## config.mk

```make
export PLATFORM = sky130hd
export DESIGN_NAME = motor_drive_regulator
export DESIGN_NICKNAME = d
export VERILOG_FILES = /design/src/mdr_pkg.sv /design/src/motor_drive_regulator.sv /design/src/mdr_step.sv
export SDC_FILE = /design/constraint.sdc
export NUM_CORES = 1
export LEC_CHECK = 0
export ABC_AREA = 1
export BUFFER_PORTS_ARGS = -buffer_cell sky130_fd_sc_hd__buf_2
export CAP_MARGIN = 20
export CORE_ASPECT_RATIO = 2
export CORE_UTILIZATION = 45
export CTS_CLUSTER_SIZE = 25
export DETAILED_ROUTE_END_ITERATION = 6
export PLACE_DENSITY = 0.72
export RECOVER_POWER = 50
export SETUP_SLACK_MARGIN = 0.5
export SLEW_MARGIN = 30
export SYNTH_ARGS = -nofsm -noshare
export SYNTH_HDL_FRONTEND = slang
export SYNTH_SLANG_ARGS = --single-unit
```

## constraint.sdc

```tcl
create_clock -name clk -period 5.7 [get_ports clk]
set_input_delay 0.285 -clock clk [delete_from_list [all_inputs] [get_ports clk]]
set_output_delay 0.285 -clock clk [all_outputs]
set_load 0.05 [all_outputs]
```

## src/mdr_pkg.sv

```systemverilog
// Package for the motor drive regulator: request and result structs, state struct
// and shared constants. No dependencies.
package mdr_pkg;

    localparam logic [7:0] DUTY_MAX = 8'd255;
    localparam logic [1:0] SCALE_ROUND = 2'd3;

    typedef struct packed {
        logic       halt;
        logic [7:0] elapsed_ms;
        logic [7:0] speed_goal;
        logic [9:0] sense_sample;
        logic [7:0] ramp_up_ms;
        logic [7:0] ramp_down_ms;
    } mdr_in_t;

    typedef struct packed {
        logic [7:0] duty;
        logic [7:0] pwm_compare;
        logic [7:0] ramped_speed_out;
        logic [8:0] feedback_out;
    } mdr_out_t;

    typedef struct packed {
        logic [15:0] ramp_timer;
        logic [7:0]  ramped_speed;
        logic [7:0]  duty_level;
        logic [8:0]  feedback_avg;
    } mdr_state_t;

endpackage

```

## src/motor_drive_regulator.sv

```systemverilog
// Top level of the motor drive regulator: request register, tick logic, state
// and result register. Depends on mdr_pkg and mdr_step.
//
//   Channel   Signals                         Direction
//   request   in_valid, in_ready, in_data     into the block, one tick each
//   result    out_valid, out_ready, out_data  out of the block, one per request
//
// A request is held in the request register and moves into the result register
// when it advances, so one request is taken every cycle while the result side is
// not stalled. State is updated as a request moves into the result register.
// Reset clears the state and both valid flags. A stalled result holds the request
// register, which then fills and drops in_ready.
module motor_drive_regulator (
    input  logic               clk,
    input  logic               rst_n,
    input  logic               in_valid,
    output logic               in_ready,
    input  mdr_pkg::mdr_in_t   in_data,
    output logic               out_valid,
    input  logic               out_ready,
    output mdr_pkg::mdr_out_t  out_data
);
    import mdr_pkg::*;

    logic       req_valid_reg;
    mdr_in_t    req_reg;
    logic       res_valid_reg;
    mdr_out_t   res_reg;
    mdr_state_t state_reg;
    mdr_state_t state_next;
    mdr_out_t   res_next;
    logic       advance;

    mdr_step u_step (
        .req       (req_reg),
        .state_cur (state_reg),
        .state_nxt (state_next),
        .result    (res_next)
    );

    assign advance   = req_valid_reg && (!res_valid_reg || out_ready);
    assign in_ready  = !req_valid_reg || advance;
    assign out_valid = res_valid_reg;
    assign out_data  = res_reg;

    always_ff @(posedge clk or negedge rst_n)
    begin
        if (!rst_n)
        begin
            req_valid_reg <= 1'b0;
            res_valid_reg <= 1'b0;
            state_reg     <= '0;
        end
        else
        begin
            if (in_ready)
            begin
                req_valid_reg <= in_valid;
            end
            if (advance)
            begin
                res_valid_reg <= 1'b1;
                state_reg     <= state_next;
            end
            else if (out_ready)
            begin
                res_valid_reg <= 1'b0;
            end
        end
    end

    always_ff @(posedge clk)
    begin
        if (in_valid && in_ready)
        begin
            req_reg <= in_data;
        end
        if (advance)
        begin
            res_reg <= res_next;
        end
    end

endmodule

```

## src/mdr_step.sv

```systemverilog
// One control tick of the regulator as combinational logic: feedback filter,
// duty adjustment and speed ramp. Depends on mdr_pkg.
module mdr_step (
    input  mdr_pkg::mdr_in_t    req,
    input  mdr_pkg::mdr_state_t state_cur,
    output mdr_pkg::mdr_state_t state_nxt,
    output mdr_pkg::mdr_out_t   result
);
    import mdr_pkg::*;

    logic [15:0] timer_base;
    logic [7:0]  speed_base;
    logic [7:0]  duty_base;
    logic [10:0] sample_round;
    logic [8:0]  sample_scaled;
    logic [9:0]  fb_sum;
    logic [8:0]  fb_new;
    logic [8:0]  err_up;
    logic [7:0]  inc;
    logic [8:0]  duty_sum;
    logic [8:0]  err_down;
    logic [7:0]  dec;
    logic [7:0]  duty_new;
    logic [15:0] timer_new;
    logic [7:0]  speed_new;

    always_comb
    begin
        timer_base = req.halt ? 16'd0 : state_cur.ramp_timer + {8'd0, req.elapsed_ms};
        speed_base = req.halt ? 8'd0 : state_cur.ramped_speed;
        duty_base  = req.halt ? 8'd0 : state_cur.duty_level;

        sample_round  = {1'b0, req.sense_sample} + {9'd0, SCALE_ROUND};
        sample_scaled = sample_round[10:2];
        fb_sum = {1'b0, state_cur.feedback_avg} + {1'b0, sample_scaled} + 10'd1;
        fb_new = fb_sum[9:1];

        err_up   = {1'b0, speed_base} - fb_new;
        inc      = {1'b0, err_up[7:1]} + 8'd1;
        duty_sum = {1'b0, duty_base} + {1'b0, inc};
        err_down = fb_new - {1'b0, speed_base};
        dec      = err_down[8:1] + 8'd1;

        if (fb_new < {1'b0, speed_base})
        begin
            duty_new = duty_sum[8] ? DUTY_MAX : duty_sum[7:0];
        end
        else if (fb_new > {1'b0, speed_base})
        begin
            duty_new = (dec >= duty_base) ? 8'd0 : duty_base - dec;
        end
        else
        begin
            duty_new = duty_base;
        end

        timer_new = timer_base;
        speed_new = speed_base;
        if (!req.halt)
        begin
            if (speed_base < req.speed_goal)
            begin
                if (timer_base >= {8'd0, req.ramp_up_ms})
                begin
                    speed_new = speed_base + 8'd1;
                    timer_new = timer_base - {8'd0, req.ramp_up_ms};
                end
            end
            else if (speed_base > req.speed_goal)
            begin
                if (timer_base >= {8'd0, req.ramp_down_ms})
                begin
                    speed_new = speed_base - 8'd1;
                    timer_new = timer_base - {8'd0, req.ramp_down_ms};
                end
            end
            else
            begin
                timer_new = 16'd0;
            end
        end

        state_nxt.ramp_timer   = timer_new;
        state_nxt.ramped_speed = speed_new;
        state_nxt.duty_level   = duty_new;
        state_nxt.feedback_avg = fb_new;

        result.duty             = duty_new;
        result.pwm_compare      = DUTY_MAX - duty_new;
        result.ramped_speed_out = speed_new;
        result.feedback_out     = fb_new;
    end

endmodule

```

==> results of run 1 <==
==> synth_stat cells (all sizes together) <==
cell type	n
nand2	296
inv	168
nand3	94
nor2	83
edfxtp	76
ha	73
a21oi	66
o21ai	62
dfrtp	43
xor2	33
nand4	26
xnor2	19
clkbuf	15
o211ai	15
buf	11
nor3	11
fa	8
a21o	5
or2	5
a31oi	4
nand3b	3
o2111ai	3
a211oi	2
a21boi	2
clkinv	2
o221ai	2
and2	1
o21a	1
o21bai	1
o22ai	1
o311ai	1
==> metal layers <==
metal	up-vias	wire, µm
met5	-	0
met4	0	2270
met3	142	900
met2	260	14500
met1	3809	8220
li1	3976	-
==> worst paths after layout <==
kind	start	endpoint	slack, ps	depth (start not counted)
worst min-delay path	in_data[25]	req_reg[25]	6	1
worst max-delay path	req_reg[17]	out_data[28]	590	32
max in group asynchronous	rst_n	state_reg[2]	2890	3
worst min register to register	state_reg[30]	state_reg[30]	480	2
min in group asynchronous	rst_n	state_reg[13]	1310	3
worst max register to register	req_reg[17]	out_data[28]	590	32
==> stage by stage <==
step                      hold slack [ps]  TNS, ps  cells  setup WS [ps]
final                                6.31        0   1517            594
after global routing                0.496        0   1517            271
after CTS                           0.403        0   1507            506
after detailed placement              425     -752   1460           -117
after global placement                421        0   1460           70.7
after floorplan                     -10.6        0   1132            523
==> cell families after synthesis <==
logic type                 Yosys count
xor gates and xnor gates            52
DFF                                119
buffers and inverters              196
AOI/OAI and AO/OA                  165
adders and majority gates           81
and+or+nand+nor                    519
==> final cells by class <==
| type | count | area, µm² |
|---|---|---|
| well taps | 259 | 324 |
| inverters | 170 | 638 |
| clock inverters | 12 | 175 |
| repair buffers | 120 | 671 |
| clock buffers | 20 | 457 |
| fillers | 1821 | 8610 |
| flip-flops and latches | 119 | 3360 |
| multi-input cells | 817 | 5220 |
==> cells in the final DEF (no fill, tap or decap), types with 7 or more instances in the layout <==
cell type,Yosys,layout
nand2_1,284,274
inv_1,160,151
nand3_1,79,79
edfxtp_1,76,76
nor2_1,76,69
ha_1,73,63
a21oi_1,65,56
buf_2,7,46
dfrtp_1,43,43
clkbuf_1,15,39
o21ai_0,40,34
xor2_1,33,30
nand4_1,26,26
buf_4,0,26
o21ai_1,22,25
nand2_2,9,17
clkbuf_16,0,17
inv_2,8,16
xnor2_1,19,15
o211ai_1,15,15
nor3_1,11,9
nand3_2,9,9
ha_4,0,9
nor2_2,4,8
dlygate4sd3_1,0,8
a21oi_2,1,7
fa_1,8,7
==> worst register-to-register path, delay by kind of cell (launching register included) <==
kind	cells	cell delay, ps
adders and majority gates	3	820
xor gates and xnor gates	4	860
AOI/OAI and AO/OA	6	870
DFF	1	410
and+or+nand+nor	14	1390
buffers and inverters	5	510
==> what timing repair did <==
item	in CTS	in global routing
hold endpoints to repair	49	1
setup endpoints to repair	24	24
resized for setup	26	58
hold buffers	7	1
pin swaps	15	40
setup buffers	8	9
==> results.yml, run 1 <==
outcome:
  status: "finished, violations left"
  violations: "max-capacitance violations, max-slew violations"
sta:
  tightest_slew_ps: 2640
  fin_crit_sh_pct: 89.6
  drv_slew: 146
  hold_violations: 0
  clock.fmax_mhz: 196
  maxSlewHeadroom_pct: -76.3
  min_period_ps: 5110
  rsz0062_at_grt: "yes"
  finClkSkew_ps: 12.7
  setup_viol: 0
setup_path:
  cp-start-kind: "register"
  crit_type: "register to register"
  crit_family: "simple AND/OR/NAND/NOR gates"
  slowest_delay_ps: 410
  cp_data_arrival_time_ps: 5310
  crit_required_ps: 5900
  cp_slowest_cell: "edfxtp_1"
  cp_num_buf_inv: 5
  crit_path_max_fanout: 8
  end_kind: "register"
drt:
  vias_per_cell: 5.40
  drc: 0
  wl_um: 25900
  vias: 8187
  first_iter_violations: 405
  final_antenna_net_count: 0
  avgRoutedWirePerCell_um: 17.1
  drt_first_pass_iters: 5
logic_synthesis:
  yosys_register_bits: 119
  synth_mux_area_share_pct: 0
  synth_xor_area_share_pct: 5.07
  syn_nets: 1260
  synthTopCellsByArea: "edfxtp_1, dfrtp_1, nand2_1, ha_1, inv_1"
  seq_area_frac_synth_pct: 37.4
  yosysWarnings: 0
  synth_compound_area_share_pct: 10.5
  yosys.area.top_type_share_pct: 25.4
  syn_area_per_cell_um2: 7.93
  synth_top_family_by_area: "simple AND/OR/NAND/NOR gates"
  yosysUniqueCellTypes: 47
  synth-simple-area-share_pct: 26.6
  synth_cells: 1132
  yosys.area.top_type: "edfxtp_1"
  netlist_area_um2: 8980
  synthAdderAreaFrac_pct: 12.0
clock_network:
  cts_root_buf: "clkbuf_16"
  cts_tree: "built"
  cts_sinks: 119
  cts_inserted_buffers: 17
  clk_latency_ps: 450
  cts_htree_levels: 4
  path_clk_slew_ps: 60
  clock_tree.buffer_depth: 2
floorplan:
  ios: 82
  core-area_um2: 19500
  initial_core_util_pct: 46.1
  die_w_um: 102
  rows: 72
  die_y_um: 202
  dieArea_um2: 20600
place:
  dp_hpwl_um: 19100
  placed_area_um2: 9680
  gp_congestion: 0.944
  io_buffers: 81
global_route:
  grt_busiest_layer: "met2"
  gr-usage-met2_pct: 50.3
  antenna_found_initial: 0
  track_usage_pct: 26.9
  grt_pass1_wl_um: 40900
  grtUsageMet3_pct: 5.21
  globalRouteOverflowTotal: 0
  first_global_vias: 8438
  use_met1_pct: 23.3
  grt_max_degree: 58
cells_and_area:
  stdcell_area_um2: 10800
  drive_gt1_share_pct: 17.0
  largest_reg_flops: 43
  layout.nets: 1373
  syn2layout_area_growth_pct: 20.8
  antenna_cells: 0
  final_util_pct: 55.7
run:
  maxCapViolations: 3
min_path:
  min_path_type: "primary input to register"
Power of run 1 is not shown: default switching activity piles up to over one toggle a cycle in this logic, so the estimate is an artifact.
==> inputs of run 2 (changes only) <==
--- a/config.mk
+++ b/config.mk
@@ -12,7 +12,7 @@
 export CORE_UTILIZATION = 45
 export CTS_CLUSTER_SIZE = 25
 export DETAILED_ROUTE_END_ITERATION = 6
-export PLACE_DENSITY = 0.72
+export PLACE_DENSITY = 0.75
 export RECOVER_POWER = 50
 export SETUP_SLACK_MARGIN = 0.5
 export SLEW_MARGIN = 30
==> constraint.sdc (replaced) <==
create_clock -name clk -period 4.1 [get_ports clk]
set_input_delay 0.205 -clock clk [delete_from_list [all_inputs] [get_ports clk]]
set_output_delay 0.205 -clock clk [all_outputs]
set_load 0.05 [all_outputs]
==> run 2 against run 1 <==
The flow finishes with violations (max-capacitance violations, max-slew violations, negative setup slack). Sequential cell count is the same. Design area grew 17%. Highest routed layer unchanged. Clock skew shrank 3.6 ps. Wire length grew 8.7%. Register-to-register slack lost 1500 ps. Final cell count grew 11%. Worst hold slack gained 30 ps. Core utilization grew 9.7 points. Maximum frequency grew 2.7%. Critical path type unchanged. Die area is the same.
==> results.yml, run 2 (synthesis results as in run 1) <==
clock_network:
  cts_inserted_buffers: 17
  clk_latency_ps: 440
  cts_htree_levels: 4
  path_clk_slew_ps: 60
  cts_tree: "built"
  cts_sinks: 119
  cts_root_buf: "clkbuf_16"
  clock_tree.buffer_depth: 2
outcome:
  violations: "max-capacitance violations, max-slew violations, negative setup slack"
  status: "finished, violations left"
cells_and_area:
  fillers: 1607
  largest_reg_flops: 43
  layout.nets: 1541
  final_cell_mix: "nand2_1, buf_4, inv_1, edfxtp_1, nand3_1"
  final_common_cell: "nand2_1"
  drive_gt1_share_pct: 30.8
  antenna_cells: 0
  stdcell_area_um2: 12700
  syn2layout_area_growth_pct: 41.7
setup_path:
  crit_required_ps: 4300
  reg2reg_depth: 28
  r2r_slack_ps: -870
  crit_path_max_fanout: 8
  crit_type: "register to register"
  cp_data_arrival_time_ps: 5170
  endpoint: "out_data[28]"
  cp-start-kind: "register"
  r2r_start: "req_reg[16]"
  end_kind: "register"
  cp_slowest_cell: "fa_1"
  slowest_delay_ps: 500
  crit_start: "req_reg[16]"
  r2r_end: "out_data[28]"
floorplan:
  dieArea_um2: 20600
  core-area_um2: 19500
  ios: 82
  die_y_um: 202
  rows: 72
  die_w_um: 102
  initial_core_util_pct: 46.1
global_route:
  grt_max_degree: 44
  first_global_vias: 9285
  use_met1_pct: 24.3
  grtUsageMet3_pct: 5.04
  grt_pass1_wl_um: 44000
  antenna_found_initial: 0
  track_usage_pct: 28.8
  gr-usage-met2_pct: 54.3
  globalRouteOverflowTotal: 0
  grt_busiest_layer: "met2"
drt:
  avgRoutedWirePerCell_um: 16.7
  vias_per_cell: 5.27
  vias: 8888
  first_iter_violations: 367
  final_antenna_net_count: 0
  wl_um: 28200
  drt_first_pass_iters: 7
  drc: 0
sta:
  rsz0062_at_grt: "yes"
  drv_slew: 88
  fin_crit_sh_pct: 121
  hold_violations: 0
  maxSlewHeadroom_pct: -89.2
  final.setup.tns_ps: -19250
  hold_ws_ps: 36.4
  clock.fmax_mhz: 201
  final.setup.worst_slack_ps: -871
  finClkSkew_ps: 9.07
  setup_viol: 24
  min_period_ps: 4970
  tightest_slew_ps: 2840
min_path:
  min_path_type: "primary input to register"
  hold_depth: 4
run:
  maxCapViolations: 2
place:
  gp_congestion: 1.00
  dp_hpwl_um: 20300
  place_ws_ps: -1010
  io_buffers: 81
  placed_area_um2: 10700
run 2: metal layers:
metal,part of all wire (%),vias to the layer above
met1,32,4171
met4,8.8,0
met3,2.9,150
li1,-,4306
met5,0,-
met2,56,261
run 2: repair_timing:
| action | 4_1_cts | 5_1_grt |
|---|---|---|
| hold endpoints to repair | 87 | 0 |
| endpoints found under the setup margin | 55 | 56 |
| gates resized for setup | 46 | 141 |
| gates cloned | 1 | 0 |
| pin swaps | 34 | 67 |
| hold buffers | 45 | 0 |
| setup buffers | 16 | 11 |
run 2: how the worst min path moves through the flow:
| stage | slack, ps | endpoint | startpoint |
|---|---|---|---|
| after floorplan | -90 | out_valid | rst_n |
| after global placement | 350 | state_reg[16] | rst_n |
| after detailed placement | 360 | state_reg[16] | rst_n |
| after CTS | 50 | out_valid | out_ready |
| after global routing | 60 | out_valid | out_ready |
| final | 40 | out_valid | out_ready |
run 2: critical path: cells and delay by family, from the launching register on:
family	cells	cell delay (ps)
simple gates	11	1180
flops	1	420
buf+inv	7	760
fa+ha+maj	4	1310
compound gates	2	400
xor+xnor	4	670
run 2: metrics by stage:
stage | util [%] | cells
2_1_floorplan | - | 1132
3_3_place_gp | 55.0 | 1580
3_5_place_dp | 55.0 | 1580
4_1_cts | 62.3 | 1674
5_1_grt | 65.4 | 1685
6_report | 65.4 | 1685
run 2: area by class of cell:
| cell class | count | area, µm² | area share, % |
|---|---|---|---|
| Clock buffer | 21 | 460 | 3.62 |
| Multi-Input combinational cell | 818 | 5670 | 44.6 |
| Timing Repair Buffer | 287 | 2080 | 16.3 |
| Clock inverter | 11 | 196 | 1.54 |
| Sequential cell | 119 | 3360 | 26.4 |
| Tap cell | 259 | 324 | 2.55 |
| Inverter | 170 | 638 | 5.02 |
Power of run 2 is left out for the same reason.
